## config.mk

```make
export PLATFORM = sky130hd
export DESIGN_NAME = set_assoc_cache_lru_read
export DESIGN_NICKNAME = d
export VERILOG_FILES = /design/src/design/sacl_pkg.sv /design/src/design/set_assoc_cache_lru_read.sv /design/src/design/sacl_ram.sv /design/src/design/sacl_ctrl.sv /design/src/design/sacl_dp.sv
export SDC_FILE = /design/constraint.sdc
export NUM_CORES = 2
export LEC_CHECK = 0
export BUFFER_PORTS_ARGS = -buffer_cell sky130_fd_sc_hd__clkbuf_2
export CORE_ASPECT_RATIO = 0.7
export CORE_MARGIN = 8
export CORE_UTILIZATION = 56
export DETAILED_ROUTE_END_ITERATION = 6
export PLACE_DENSITY = 0.76
export SYNTH_ARGS = -nofsm -noshare
export SYNTH_HDL_FRONTEND = slang
export SYNTH_SLANG_ARGS = --single-unit
```

## constraint.sdc

```tcl
create_clock -name i_clk -period 17.83 [get_ports i_clk]
set_clock_uncertainty 0.05 [all_clocks]
set_input_delay 1.783 -clock i_clk [delete_from_list [all_inputs] [get_ports i_clk]]
set_output_delay 1.783 -clock i_clk [all_outputs]
set_load 0.05 [all_outputs]
```

## src/design/sacl_pkg.sv

```systemverilog
// Shared types and constants for the set-associative LRU read cache.
// Used by the controller, the datapath and the top level; no dependencies.
`default_nettype none

package sacl_pkg;

    // fixed field widths of the stream words
    localparam int ADDR_W  = 16;
    localparam int SIZE_W  = 2;
    localparam int STAMP_W = 32;
    localparam int LINE_W  = 64;
    localparam int DATA_W  = 32;
    localparam int COUNT_W = 32;

    // access size codes; any other code reads a word
    localparam logic [SIZE_W-1:0] SZ_BYTE = 2'd0;
    localparam logic [SIZE_W-1:0] SZ_HALF = 2'd1;
    localparam logic [SIZE_W-1:0] SZ_WORD = 2'd2;

    // controller to datapath: one strobe per datapath step
    typedef struct packed {
        logic clr;   // write a cleared row during the post-reset sweep
        logic load;  // capture the input word
        logic div1;  // block number
        logic div2;  // offset and tag
        logic div3;  // set index
        logic rd;    // read the set row
        logic cmp;   // tag compare, free way search
        logic scan;  // one step of the LRU victim scan
        logic wr;    // write back the row, load the result
    } t_dp_cmd;

    // datapath to controller
    typedef struct packed {
        logic clr_last;   // last row of the clearing sweep
        logic need_scan;  // miss with every way valid and more than one way
        logic scan_last;  // scan is at the last way
        logic out_free;   // result register can take a new word
    } t_dp_sts;

endpackage

`default_nettype wire

```

## src/design/set_assoc_cache_lru_read.sv

```systemverilog
// Top level of the read-only set-associative cache with timestamp LRU.
// Depends on sacl_pkg, sacl_ctrl, sacl_dp (which holds sacl_ram).
//
// One read request is taken per input word while the block is ready; a
// word passes through the address split (three stages of constant-reciprocal
// multiplies for block number, offset and tag, and set), the registered read
// of the set row from the single row RAM, the tag compare, on a miss into a
// full set the LRU victim scan, which steps one way per cycle, and the
// write-back, which waits for room in the output register. The result sits
// in an output register and the next request is accepted while it waits to
// be taken. After reset the row RAM is cleared one set per cycle, during
// which no request is accepted.
`default_nettype none

module set_assoc_cache_lru_read
    import sacl_pkg::*;
#(
    parameter int NUM_SETS    = 4,
    parameter int NUM_WAYS    = 2,
    parameter int BLOCK_BYTES = 8,
    parameter int ADDR_BITS   = 16
) (
    input  wire logic         i_clk,
    input  wire logic         i_rst_n,
    // request stream
    input  wire logic         i_s_tvalid,
    output logic              o_s_tready,
    input  wire logic [111:0] i_s_tdata,   // address[15:0], now_stamp[31:0], fill_block[63:0]
    input  wire logic [1:0]   i_s_tuser,   // access_size[1:0]
    // result stream
    output logic              o_m_tvalid,
    input  wire logic         i_m_tready,
    output logic [103:0]      o_m_tdata,   // read_data[31:0], way_used, hits_so_far[31:0],
                                           // misses_so_far[31:0], zero pad[6:0]
    output logic [0:0]        o_m_tuser    // hit
);

    t_dp_cmd cmd;
    t_dp_sts sts;

    logic [DATA_W-1:0]  read_data;
    logic               hit;
    logic               way_used;
    logic [COUNT_W-1:0] hits_so_far;
    logic [COUNT_W-1:0] misses_so_far;

    sacl_ctrl u_ctrl (
        .i_clk      (i_clk),
        .i_rst_n    (i_rst_n),
        .i_s_tvalid (i_s_tvalid),
        .o_s_tready (o_s_tready),
        .i_sts      (sts),
        .o_cmd      (cmd)
    );

    sacl_dp #(
        .NUM_SETS    (NUM_SETS),
        .NUM_WAYS    (NUM_WAYS),
        .BLOCK_BYTES (BLOCK_BYTES),
        .ADDR_BITS   (ADDR_BITS)
    ) u_dp (
        .i_clk           (i_clk),
        .i_rst_n         (i_rst_n),
        .i_cmd           (cmd),
        .o_sts           (sts),
        .i_address       (i_s_tdata[15:0]),
        .i_access_size   (i_s_tuser),
        .i_now_stamp     (i_s_tdata[47:16]),
        .i_fill_block    (i_s_tdata[111:48]),
        .i_m_tready      (i_m_tready),
        .o_m_tvalid      (o_m_tvalid),
        .o_read_data     (read_data),
        .o_hit           (hit),
        .o_way_used      (way_used),
        .o_hits_so_far   (hits_so_far),
        .o_misses_so_far (misses_so_far)
    );

    // result word packing
    assign o_m_tdata = {7'd0, misses_so_far, hits_so_far, way_used, read_data};
    assign o_m_tuser = hit;

endmodule

`default_nettype wire

```

## src/design/sacl_ram.sv

```systemverilog
// Generic simple dual-port RAM: one write port, one read port, registered read.
// No dependencies.
`default_nettype none

module sacl_ram #(
    parameter int WIDTH = 8,
    parameter int DEPTH = 4
) (
    input  wire logic                                    i_clk,
    input  wire logic                                    i_we,
    input  wire logic [(DEPTH > 1 ? $clog2(DEPTH) : 1)-1:0] i_waddr,
    input  wire logic [WIDTH-1:0]                        i_wdata,
    input  wire logic                                    i_re,
    input  wire logic [(DEPTH > 1 ? $clog2(DEPTH) : 1)-1:0] i_raddr,
    output logic      [WIDTH-1:0]                        o_rdata
);

    logic [WIDTH-1:0] r_mem [DEPTH];

    // write port
    always_ff @(posedge i_clk) begin
        if (i_we) begin
            r_mem[i_waddr] <= i_wdata;
        end
    end

    // read port, data held until the next read
    always_ff @(posedge i_clk) begin
        if (i_re) begin
            o_rdata <= r_mem[i_raddr];
        end
    end

endmodule

`default_nettype wire

```

## src/design/sacl_ctrl.sv

```systemverilog
// Sequencer of the LRU read cache: clearing sweep, address split, row read,
// compare, victim scan and write-back. Depends on sacl_pkg.
`default_nettype none

module sacl_ctrl
    import sacl_pkg::*;
(
    input  wire logic    i_clk,
    input  wire logic    i_rst_n,
    input  wire logic    i_s_tvalid,
    output logic         o_s_tready,
    input  wire t_dp_sts i_sts,
    output t_dp_cmd      o_cmd
);

    typedef enum logic [8:0] {
        ST_CLR  = 9'b000000001,
        ST_IDLE = 9'b000000010,
        ST_DIV1 = 9'b000000100,
        ST_DIV2 = 9'b000001000,
        ST_DIV3 = 9'b000010000,
        ST_RD   = 9'b000100000,
        ST_CMP  = 9'b001000000,
        ST_SCAN = 9'b010000000,
        ST_WR   = 9'b100000000
    } t_state;

    t_state r_state;
    t_state n_state;

    // next state and command strobes
    always_comb begin
        n_state    = r_state;
        o_cmd      = '0;
        o_s_tready = 1'b0;
        case (r_state)
            ST_CLR: begin
                o_cmd.clr = 1'b1;
                if (i_sts.clr_last) begin
                    n_state = ST_IDLE;
                end
            end
            ST_IDLE: begin
                o_s_tready = 1'b1;
                if (i_s_tvalid) begin
                    o_cmd.load = 1'b1;
                    n_state    = ST_DIV1;
                end
            end
            ST_DIV1: begin
                o_cmd.div1 = 1'b1;
                n_state    = ST_DIV2;
            end
            ST_DIV2: begin
                o_cmd.div2 = 1'b1;
                n_state    = ST_DIV3;
            end
            ST_DIV3: begin
                o_cmd.div3 = 1'b1;
                n_state    = ST_RD;
            end
            ST_RD: begin
                o_cmd.rd = 1'b1;
                n_state  = ST_CMP;
            end
            ST_CMP: begin
                o_cmd.cmp = 1'b1;
                n_state   = i_sts.need_scan ? ST_SCAN : ST_WR;
            end
            ST_SCAN: begin
                o_cmd.scan = 1'b1;
                if (i_sts.scan_last) begin
                    n_state = ST_WR;
                end
            end
            ST_WR: begin
                // wait for room in the result register
                if (i_sts.out_free) begin
                    o_cmd.wr = 1'b1;
                    n_state  = ST_IDLE;
                end
            end
            default: begin
                n_state = ST_CLR;
            end
        endcase
    end

    always_ff @(posedge i_clk) begin
        if (!i_rst_n) begin
            r_state <= ST_CLR;
        end else begin
            r_state <= n_state;
        end
    end

endmodule

`default_nettype wire

```

## src/design/sacl_dp.sv

```systemverilog
// Datapath of the LRU read cache: address split, set row RAM, tag compare,
// victim scan, byte extraction, counters and result register.
// Depends on sacl_pkg and sacl_ram.
`default_nettype none

module sacl_dp
    import sacl_pkg::*;
#(
    parameter int NUM_SETS    = 4,
    parameter int NUM_WAYS    = 2,
    parameter int BLOCK_BYTES = 8,
    parameter int ADDR_BITS   = 16
) (
    input  wire logic               i_clk,
    input  wire logic               i_rst_n,
    input  wire t_dp_cmd            i_cmd,
    output t_dp_sts                 o_sts,
    input  wire logic [ADDR_W-1:0]  i_address,
    input  wire logic [SIZE_W-1:0]  i_access_size,
    input  wire logic [STAMP_W-1:0] i_now_stamp,
    input  wire logic [LINE_W-1:0]  i_fill_block,
    input  wire logic               i_m_tready,
    output logic                    o_m_tvalid,
    output logic [DATA_W-1:0]       o_read_data,
    output logic                    o_hit,
    output logic                    o_way_used,
    output logic [COUNT_W-1:0]      o_hits_so_far,
    output logic [COUNT_W-1:0]      o_misses_so_far
);

    // used address bits and value ranges
    localparam int EA   = (ADDR_BITS < ADDR_W) ? ADDR_BITS : ADDR_W;
    localparam int AMAX = (1 << EA) - 1;
    localparam int BMAX = AMAX / BLOCK_BYTES;
    localparam int TMAX = BMAX / NUM_SETS;
    localparam int BW   = (BMAX > 0) ? $clog2(BMAX + 1) : 1;
    localparam int TW   = (TMAX > 0) ? $clog2(TMAX + 1) : 1;
    localparam int OW   = $clog2(BLOCK_BYTES);
    localparam int SW   = (NUM_SETS > 1) ? $clog2(NUM_SETS) : 1;
    localparam int WW   = (NUM_WAYS > 1) ? $clog2(NUM_WAYS) : 1;

    // reciprocals: floor(n/D) = (n*M) >> S, exact for every n in range
    localparam int L1 = $clog2(BLOCK_BYTES);
    localparam int S1 = EA + L1;
    localparam int M1 = ((1 << S1) + BLOCK_BYTES - 1) / BLOCK_BYTES;
    localparam int P1 = S1 + BW + 1;
    localparam int L2 = $clog2(NUM_SETS);
    localparam int S2 = BW + L2;
    localparam int M2 = ((1 << S2) + NUM_SETS - 1) / NUM_SETS;
    localparam int P2 = S2 + TW + 1;

    // row layout: one entry per way, valid in the low bit
    localparam int F_TAG   = 1;
    localparam int F_STAMP = F_TAG + TW;
    localparam int F_DATA  = F_STAMP + STAMP_W;
    localparam int EW      = F_DATA + LINE_W;
    localparam int RW      = NUM_WAYS * EW;

    // bytes a line really holds
    localparam int LIM = (BLOCK_BYTES < 8) ? BLOCK_BYTES : 8;

    // captured request
    logic [EA-1:0]      r_addr;
    logic [SIZE_W-1:0]  r_size;
    logic [STAMP_W-1:0] r_now;
    logic [LINE_W-1:0]  r_fill;

    // split address
    logic [BW-1:0] r_blk;
    logic [OW-1:0] r_off;
    logic [TW-1:0] r_tag;
    logic [SW-1:0] r_set;

    // lookup result and scan state
    logic               r_hit;
    logic [WW-1:0]      r_way;
    logic [STAMP_W-1:0] r_best_stamp;
    logic [WW-1:0]      r_scan;
    logic [SW-1:0]      r_clr;

    // counters and result register
    logic [COUNT_W-1:0] r_hits;
    logic [COUNT_W-1:0] r_misses;
    logic               r_ovalid;
    logic [DATA_W-1:0]  r_odata;
    logic               r_ohit;
    logic               r_oway;

    logic [P1-1:0] prod1;
    logic [P2-1:0] prod2;
    logic [EA-1:0] off_diff;
    logic [BW-1:0] set_diff;

    logic [RW-1:0]      row;
    logic [RW-1:0]      n_row;
    logic [EW-1:0]      n_entry;
    logic               way_v  [NUM_WAYS];
    logic [TW-1:0]      way_tg [NUM_WAYS];
    logic [STAMP_W-1:0] way_st [NUM_WAYS];
    logic [LINE_W-1:0]  way_dt [NUM_WAYS];
    logic               any_hit;
    logic               any_inv;
    logic [WW-1:0]      hit_idx;
    logic [WW-1:0]      inv_idx;
    logic [STAMP_W-1:0] scan_st;

    logic [LINE_W-1:0]  src_line;
    logic [7:0]         line_byte [8];
    logic [2:0]         nbytes;
    logic [OW:0]        pos [4];
    logic [DATA_W-1:0]  n_data;

    logic               ram_we;
    logic [SW-1:0]      ram_waddr;
    logic [RW-1:0]      ram_wdata;

    // address split arithmetic
    always_comb begin
        prod1    = P1'(r_addr) * P1'(M1);
        off_diff = r_addr - EA'(r_blk) * EA'(BLOCK_BYTES);
        prod2    = P2'(r_blk) * P2'(M2);
        set_diff = r_blk - BW'(r_tag) * BW'(NUM_SETS);
    end

    // unpack the set row
    always_comb begin
        for (int w = 0; w < NUM_WAYS; w++) begin
            way_v[w]  = row[w*EW];
            way_tg[w] = row[w*EW + F_TAG +: TW];
            way_st[w] = row[w*EW + F_STAMP +: STAMP_W];
            way_dt[w] = row[w*EW + F_DATA +: LINE_W];
        end
    end

    // tag compare and free way search, lowest way wins
    always_comb begin
        any_hit = 1'b0;
        any_inv = 1'b0;
        hit_idx = '0;
        inv_idx = '0;
        for (int w = NUM_WAYS - 1; w >= 0; w--) begin
            if (way_v[w] && (way_tg[w] == r_tag)) begin
                any_hit = 1'b1;
                hit_idx = WW'(w);
            end
            if (!way_v[w]) begin
                any_inv = 1'b1;
                inv_idx = WW'(w);
            end
        end
    end

    assign scan_st = way_st[r_scan];

    // byte extraction from the hit line or the fill block
    always_comb begin
        src_line = r_hit ? way_dt[r_way] : r_fill;
        for (int b = 0; b < 8; b++) begin
            line_byte[b] = src_line[8*b +: 8];
        end
        case (r_size)
            SZ_BYTE: nbytes = 3'd1;
            SZ_HALF: nbytes = 3'd2;
            default: nbytes = 3'd4;
        endcase
        n_data = '0;
        for (int k = 0; k < 4; k++) begin
            pos[k] = (OW + 1)'(r_off) + (OW + 1)'(k);
            if ((3'(k) < nbytes) && (pos[k] < (OW + 1)'(LIM))) begin
                n_data[8*k +: 8] = line_byte[pos[k][2:0]];
            end
        end
    end

    // updated row for write-back
    always_comb begin
        if (r_hit) begin
            n_entry = {way_dt[r_way], r_now, way_tg[r_way], 1'b1};
        end else begin
            n_entry = {r_fill, r_now, r_tag, 1'b1};
        end
        n_row = row;
        n_row[r_way*EW +: EW] = n_entry;
    end

    // RAM write: clearing sweep or write-back
    always_comb begin
        ram_we    = i_cmd.clr | i_cmd.wr;
        ram_waddr = i_cmd.clr ? r_clr : r_set;
        ram_wdata = i_cmd.clr ? '0 : n_row;
    end

    sacl_ram #(
        .WIDTH (RW),
        .DEPTH (NUM_SETS)
    ) u_row_ram (
        .i_clk   (i_clk),
        .i_we    (ram_we),
        .i_waddr (ram_waddr),
        .i_wdata (ram_wdata),
        .i_re    (i_cmd.rd),
        .i_raddr (r_set),
        .o_rdata (row)
    );

    // payload registers
    always_ff @(posedge i_clk) begin
        if (i_cmd.load) begin
            r_addr <= i_address[EA-1:0];
            r_size <= i_access_size;
            r_now  <= i_now_stamp;
            r_fill <= i_fill_block;
        end
        if (i_cmd.div1) begin
            r_blk <= prod1[S1 +: BW];
        end
        if (i_cmd.div2) begin
            r_off <= OW'(off_diff);
            r_tag <= prod2[S2 +: TW];
        end
        if (i_cmd.div3) begin
            r_set <= SW'(set_diff);
        end
        if (i_cmd.cmp) begin
            r_hit        <= any_hit;
            r_way        <= any_hit ? hit_idx : (any_inv ? inv_idx : '0);
            r_best_stamp <= way_st[0];
            r_scan       <= WW'(1);
        end
        if (i_cmd.scan) begin
            // strictly smaller stamp replaces the candidate
            if (scan_st < r_best_stamp) begin
                r_best_stamp <= scan_st;
                r_way        <= r_scan;
            end
            r_scan <= r_scan + WW'(1);
        end
        if (i_cmd.wr) begin
            r_odata <= n_data;
            r_ohit  <= r_hit;
            r_oway  <= r_way[0];
        end
    end

    // control registers: sweep index, counters, result valid
    always_ff @(posedge i_clk) begin
        if (!i_rst_n) begin
            r_clr    <= '0;
            r_hits   <= '0;
            r_misses <= '0;
            r_ovalid <= 1'b0;
        end else begin
            if (i_cmd.clr) begin
                r_clr <= r_clr + SW'(1);
            end
            if (i_cmd.wr) begin
                r_ovalid <= 1'b1;
                if (r_hit) begin
                    r_hits <= r_hits + COUNT_W'(1);
                end else begin
                    r_misses <= r_misses + COUNT_W'(1);
                end
            end else if (i_m_tready) begin
                r_ovalid <= 1'b0;
            end
        end
    end

    // status
    always_comb begin
        o_sts.clr_last  = (r_clr == SW'(NUM_SETS - 1));
        o_sts.need_scan = (NUM_WAYS > 1) && !any_hit && !any_inv;
        o_sts.scan_last = (r_scan == WW'(NUM_WAYS - 1));
        o_sts.out_free  = !r_ovalid || i_m_tready;
    end

    assign o_m_tvalid      = r_ovalid;
    assign o_read_data     = r_odata;
    assign o_hit           = r_ohit;
    assign o_way_used      = r_oway;
    assign o_hits_so_far   = r_hits;
    assign o_misses_so_far = r_misses;

endmodule

`default_nettype wire
```

After elaboration in Yosys (flattened, before gate mapping)
Memory sizes are Yosys's and may differ from the RTL's. A register that Yosys moved wholly into a read port is not among the register bits.
Cells that the tools add are included.
{ "classes": {"add_sub_neg": 10, "n_mul": 1, "div_mod_pow": 0, "n_lt_le_gt_ge": 15, "n_eq_ne": 17, "n_shift": 2, "muxes": 65, "n_bitwise": 8, "reduce_logical": 17} }
{ "op_table": {"columns": ["op", "count"], "rows": [
  ["64-bit 2-to-1 mux", 4],
  ["216-bit bitwise mux", 1],
  ["216-bit 2-to-1 mux", 1],
  ["108-bit by 34-bit variable shift with 216-bit output (first input constant)", 1],
  ["108-bit by 34-bit indexed part select with 216-bit output", 1],
  ["32-bit 2-to-1 mux", 6],
  ["108-bit 2-to-1 mux", 1],
  ["8-bit binary-select mux with 3-bit select", 4],
  ["9-bit one-hot mux with 9 select lines", 1],
  ["32-bit by 1-bit adder with 32-bit output (second input constant)", 2],
  ["8-bit 2-to-1 mux", 8],
  ["9-bit 2-to-1 mux", 5],
  ["8-bit negation with 34-bit output", 1],
  ["11-bit 2-to-1 mux", 3],
  ["32-bit less-than comparator", 1],
  ["1-bit 2-to-1 mux", 29],
  ["11-bit equality test", 2],
  ["4-bit >= comparator (second input constant)", 4],
  ["3-bit NOT with 4-bit output", 4],
  ["4-bit less-than comparator (second input constant)", 3],
  ["9-bit by 1-bit equality test with 1-bit output (second input constant)", 1],
  ["9-bit by 2-bit equality test with 1-bit output (second input constant)", 1],
  ["9-bit by 3-bit equality test with 1-bit output (second input constant)", 1],
  ["9-bit by 4-bit equality test with 1-bit output (second input constant)", 1],
  ["other kinds (32)", 49]
]} }
{ "totals": {"ff_bits": 288, "latchBits": 0, "mem_bits_rw": 864, "romBits": 0, "input_bits": 118, "out_inout_bits": 107, "word_cells": 159, "mem_count": 1} }
{ "memory_table": {"columns": ["name", "words", "word_bits", "rd", "rd_clocked_by_memory_dff", "write_ports", "line", "text"], "rows": [
  ["u_dp.u_row_ram.r_mem", 4, 216, 1, 1, 1, "sacl_ram.sv:18", "logic [WIDTH-1:0] r_mem [DEPTH];"]
]} }

Longest topological paths before layout
{ "logic_depth": {"word_depth": 8, "mapped_depth": 11, "mapped_depth_nobuf": 8} }

By module
From an unflattened synthesis, not the netlist that was laid out.
{ "unflattened": {"hier_cells": 3334, "area_unflattened_um2": 56558.0} }
{ "modules_own_cells": {"columns": ["module", "n_inst", "cells_per_inst", "area_each_um2", "seq_area_each_um2"], "rows": [
  ["sacl_ram", 1, 1348, 37664.9, 32431.1],
  ["sacl_dp", 1, 1899, 18181.2, 7377.1],
  ["sacl_ctrl", 1, 78, 648.1, 180.2],
  ["set_assoc_cache_lru_read", 1, 9, 63.8, 0.0]
]} }

Worst setup path before layout
No wires, ideal clock.
{ "synth_path": {"path_type": "input-to-reg", "startpoint": "input i_m_tready", "endpoint": "memory u_dp.u_row_ram.r_mem[0][0] (netlist name) (enable)", "t_arrival_ns": 18.181, "required_time_ns": 16.662, "setup_slack_ns": -1.519, "stages": 3, "n_path_buf": 0, "cell_sequence": "nand2b_1 nand4_4 o32ai_1"} }
{ "synth_via": {"elab_chain_cells": 6} }
{ "synth_lines": {"columns": ["item", "line", "text"], "rows": [
  ["start: declaration", "set_assoc_cache_lru_read.sv:32", "input wire logic i_m_tready,"],
  ["1-bit logical OR", "sacl_dp.sv:274", "o_sts.out_free = !r_ovalid || i_m_tready;"],
  ["1-bit 2-to-1 mux", "sacl_ctrl.sv:78", "if (i_sts.out_free) begin"],
  ["1-bit 2-to-1 mux", "sacl_ctrl.sv:36", "case (r_state)"],
  ["1-bit bitwise OR", "sacl_dp.sv:188", "ram_we = i_cmd.clr | i_cmd.wr;"],
  ["1-bit 2-to-1 mux", "sacl_ram.sv:22", "if (i_we) begin"],
  ["1-bit 2-to-1 mux (implied by the code)", "sacl_ram.sv:23", "r_mem[i_waddr] <= i_wdata;"],
  ["end: declaration", "sacl_ram.sv:18", null]
]} }
No other way between the ends.

==> results.md <==
- GRT Residual Overflow: 0
- Die Ht: 281.6 um
- 1st-iter DRT viols: 2869
- Drt via density: 6.052
- DRC: 0
- Initial antenna violation count: 5
- Clock root cell: clkbuf_16
- DRT antenna net count: 0
- Hold Path Class: flip-flop to flip-flop
- Leakage: 0.02123 uW
- Largest cells by area after synthesis: edfxtp_1, mux4_2, mux2i_1
- Crit-path max FO: 142
- Worst vdd ir: 0.0001665 V
- Ys Warns: 0
- Max Cap Viol: 0
- Die width: 395.4 um
- Die area: 111400 sq um
- Cells after Synth: 3314
- Average size of a mapped cell: 17.03 sq um
- Total Routing Usage GR: 0.2195
- CTS sink count: 1368
- Dpl cells: 4721
- Ys async rst share: 0
- Max Fclk: 0.1868 GHz
- Dpl ws: 11.69 ns
- CTS tree: yes
- Fin worst setup slack: 12.48 ns
- Final Hold Viols: 0
- First-pass GRT wire length: 187.5 mm
- Final Instance Area: 62840 sq um
- Worst-margin pin slew: 1.129 ns
- Core area: 100000 sq um
- Element type at the critical path end: flip-flop
- Outcome: complete, no violations
- Clk_lat worst skew: 0.75 ns
- Post-synth top area share: 0.6699
- PnR Total Power: 8839 uW
- Reg area: 39990 sq um
- Area of the multi-input gates: 15470 sq um
- Boundary Pins: 225
- Crit path kind: input pin to flip-flop
- Power density over the cells: 140.7 nW/um^2
- Seq cells post-synth: 1368
- Setup TNS Final: 0 ns
- Total wire length: 124.1 mm
- DRT Pass-1 Iters: 7
- Total CTS buffers: 121
- CTS HTree Levels: 3
- Port-buffer cells: 217
- Cell taking the most area after synthesis: edfxtp_1
- Worst-path clk slew: 0.06 ns
- Commonest non-fill, non-tap cells in the layout: edfxtp_1, nor2_1, mux4_2
- Fin crit period: 5.353 ns
- Synth cell types: 73
- Post-synth EDFFs: 1259
- Final std cells w/o fill: 4953
- Hold-fix buffers, CTS: 0
- Placed standard-cell area: 58820 sq um
- Floorplan row count: 97
- Worst EP required: 18.11 ns
- DP HPWL: 73.01 mm
- RSZ-0062 raised after global routing: false
- Largest net degree at the start of global routing: 159
- Final Cycle Share: 0.3002
- Clk buf depth: 3
- Vias in the first global route: 30.14k
- Final setup fails: 0
- Top_reg_cell synth: edfxtp_1
- Sequential share of the synthesized area: 0.7086
- Crit start category: input pin
- Final-report max-slew violation count: 0
- Layout cells sized above 1: 0.2276
- Most common cell after layout, fill and taps aside: edfxtp_1
- Drt wl/cell: 25.06 um
- Nets: 3665
- Relative slew margins: 0.2472
- Post_cts resized: 0
- Area Overhead vs Synth: 11.35%
- Routability Congestion: 0.8110
- Post-synthesis cell area: 56440 sq um
- Post-CTS Setup Bufs: 0
- Initial core utilization: 0.5643
- Fill count: 6958
- Crit path arrival time: 5.63 ns
- Via count: 29.98k
per-layer routing:
layer / GRT usage / wire length [um] / vias to the layer above
met5: 0 / 19 / -
met4: 0.05257 / 2580 / 2
met3: 0.06479 / 11690 / 160
met2: 0.3364 / 56900 / 1194
met1: 0.3136 / 52930 / 15380
li1: - / - / 13240
report_power, final:
part	internal [uW]	switching [uW]
Clock	1460	1170
Combinational	345	987
Sequential	4700	171
Total	6510	2330
critical path, stage by stage:
cell and delay (ns):
clkbuf_2 0.08, nand2b_1 0.28, nand4_4 0.21, clkinv_2 0.64
nand2_1 0.21, o22ai_4 0.73, buf_4 0.82, buf_12 0.75
synthesized netlist by cell type, types with 6 or more instances:
library cell / number
edfxtp_1: 1259
nor2_1: 427
mux4_2: 248
mux2i_1: 220
a21oi_1: 183
dfxtp_1: 109
nand2_1: 105
clkbuf_1: 92
mux2_2: 66
buf_2: 55
inv_1: 53
a21o_1: 49
xor2_1: 49
ha_1: 39
nand3_1: 38
nand4_1: 36
xnor2_1: 33
mux2_1: 31
mux2_4: 29
buf_1: 24
o21ai_0: 21
and3_1: 14
or3_1: 12
buf_4: 11
nand2b_1: 9
a211o_1: 8
buf_6: 8
nor3_1: 7
and4_1: 6
nor4_1: 6
metrics by stage:
stage,utilization,hold slack (ns)
floorplan,-,0.3503
global placement,0.5882,0.3523
detailed placement,0.5882,0.3557
CTS,0.6284,0.3706
global route,0.6284,0.3728
finish,0.6284,0.3680
layout make-up:
| cell class | count | area share |
|---|---|---|
| Multi-Input combinational cell | 1707 | 0.2461 |
| Timing Repair Buffer | 255 | 0.02361 |
| Clock buffer | 160 | 0.05222 |
| Clock inverter | 71 | 0.01169 |
| Antenna cell | 1 | 0.00003982 |
| Sequential cell | 1368 | 0.6364 |
| Inverter | 55 | 0.003305 |
| Tap cell | 1336 | 0.02660 |
kinds of logic after synthesis:
| kind of cell | Yosys count | synth area share |
|---|---|---|
| buffers and inverters | 245 | 0.01933 |
| XOR/XNOR | 82 | 0.01273 |
| flip-flops | 1368 | 0.7086 |
| other | 1 | 0.00006645 |
| adder cells (fa/ha/maj) | 39 | 0.008647 |
| multiplexers | 594 | 0.1651 |
| AO/OA/AOI/OAI | 287 | 0.02991 |
| AND/OR/NAND/NOR | 698 | 0.05569 |
state kept, by name (all words and copies together), names as in the netlist, 2 cells and up:
name and cells:
u_dp.u_row_ram.r_mem 864, u_dp.u_row_ram.o_rdata 216, u_dp.r_fill 64, u_dp.o_hits_so_far 32, u_dp.o_misses_so_far 32, u_dp.o_read_data 32
u_dp.r_best_stamp 32, u_dp.r_now 32, u_dp.r_addr 16, u_dp.r_blk 13, u_dp.r_tag 11, u_ctrl.r_state 9
u_dp.r_off 3, u_dp.r_clr 2, u_dp.r_set 2, u_dp.r_size 2
final timing paths:
| check | startpoint | end | slack [ns] | cells after the start |
|---|---|---|---|---|
| worst max-delay path | i_m_tready | u_dp.u_row_ram.r_mem[2][79] | 12.48 | 8 |
| worst min-delay path | u_dp.r_blk[12] | u_dp.r_tag[10] | 0.37 | 0 |
| worst max register to register | u_ctrl.r_state[2] | u_dp.u_row_ram.r_mem[2][79] | 12.58 | 6 |
| worst min register to register | u_dp.r_blk[12] | u_dp.r_tag[10] | 0.37 | 0 |
(Power assumes the default switching activity.)
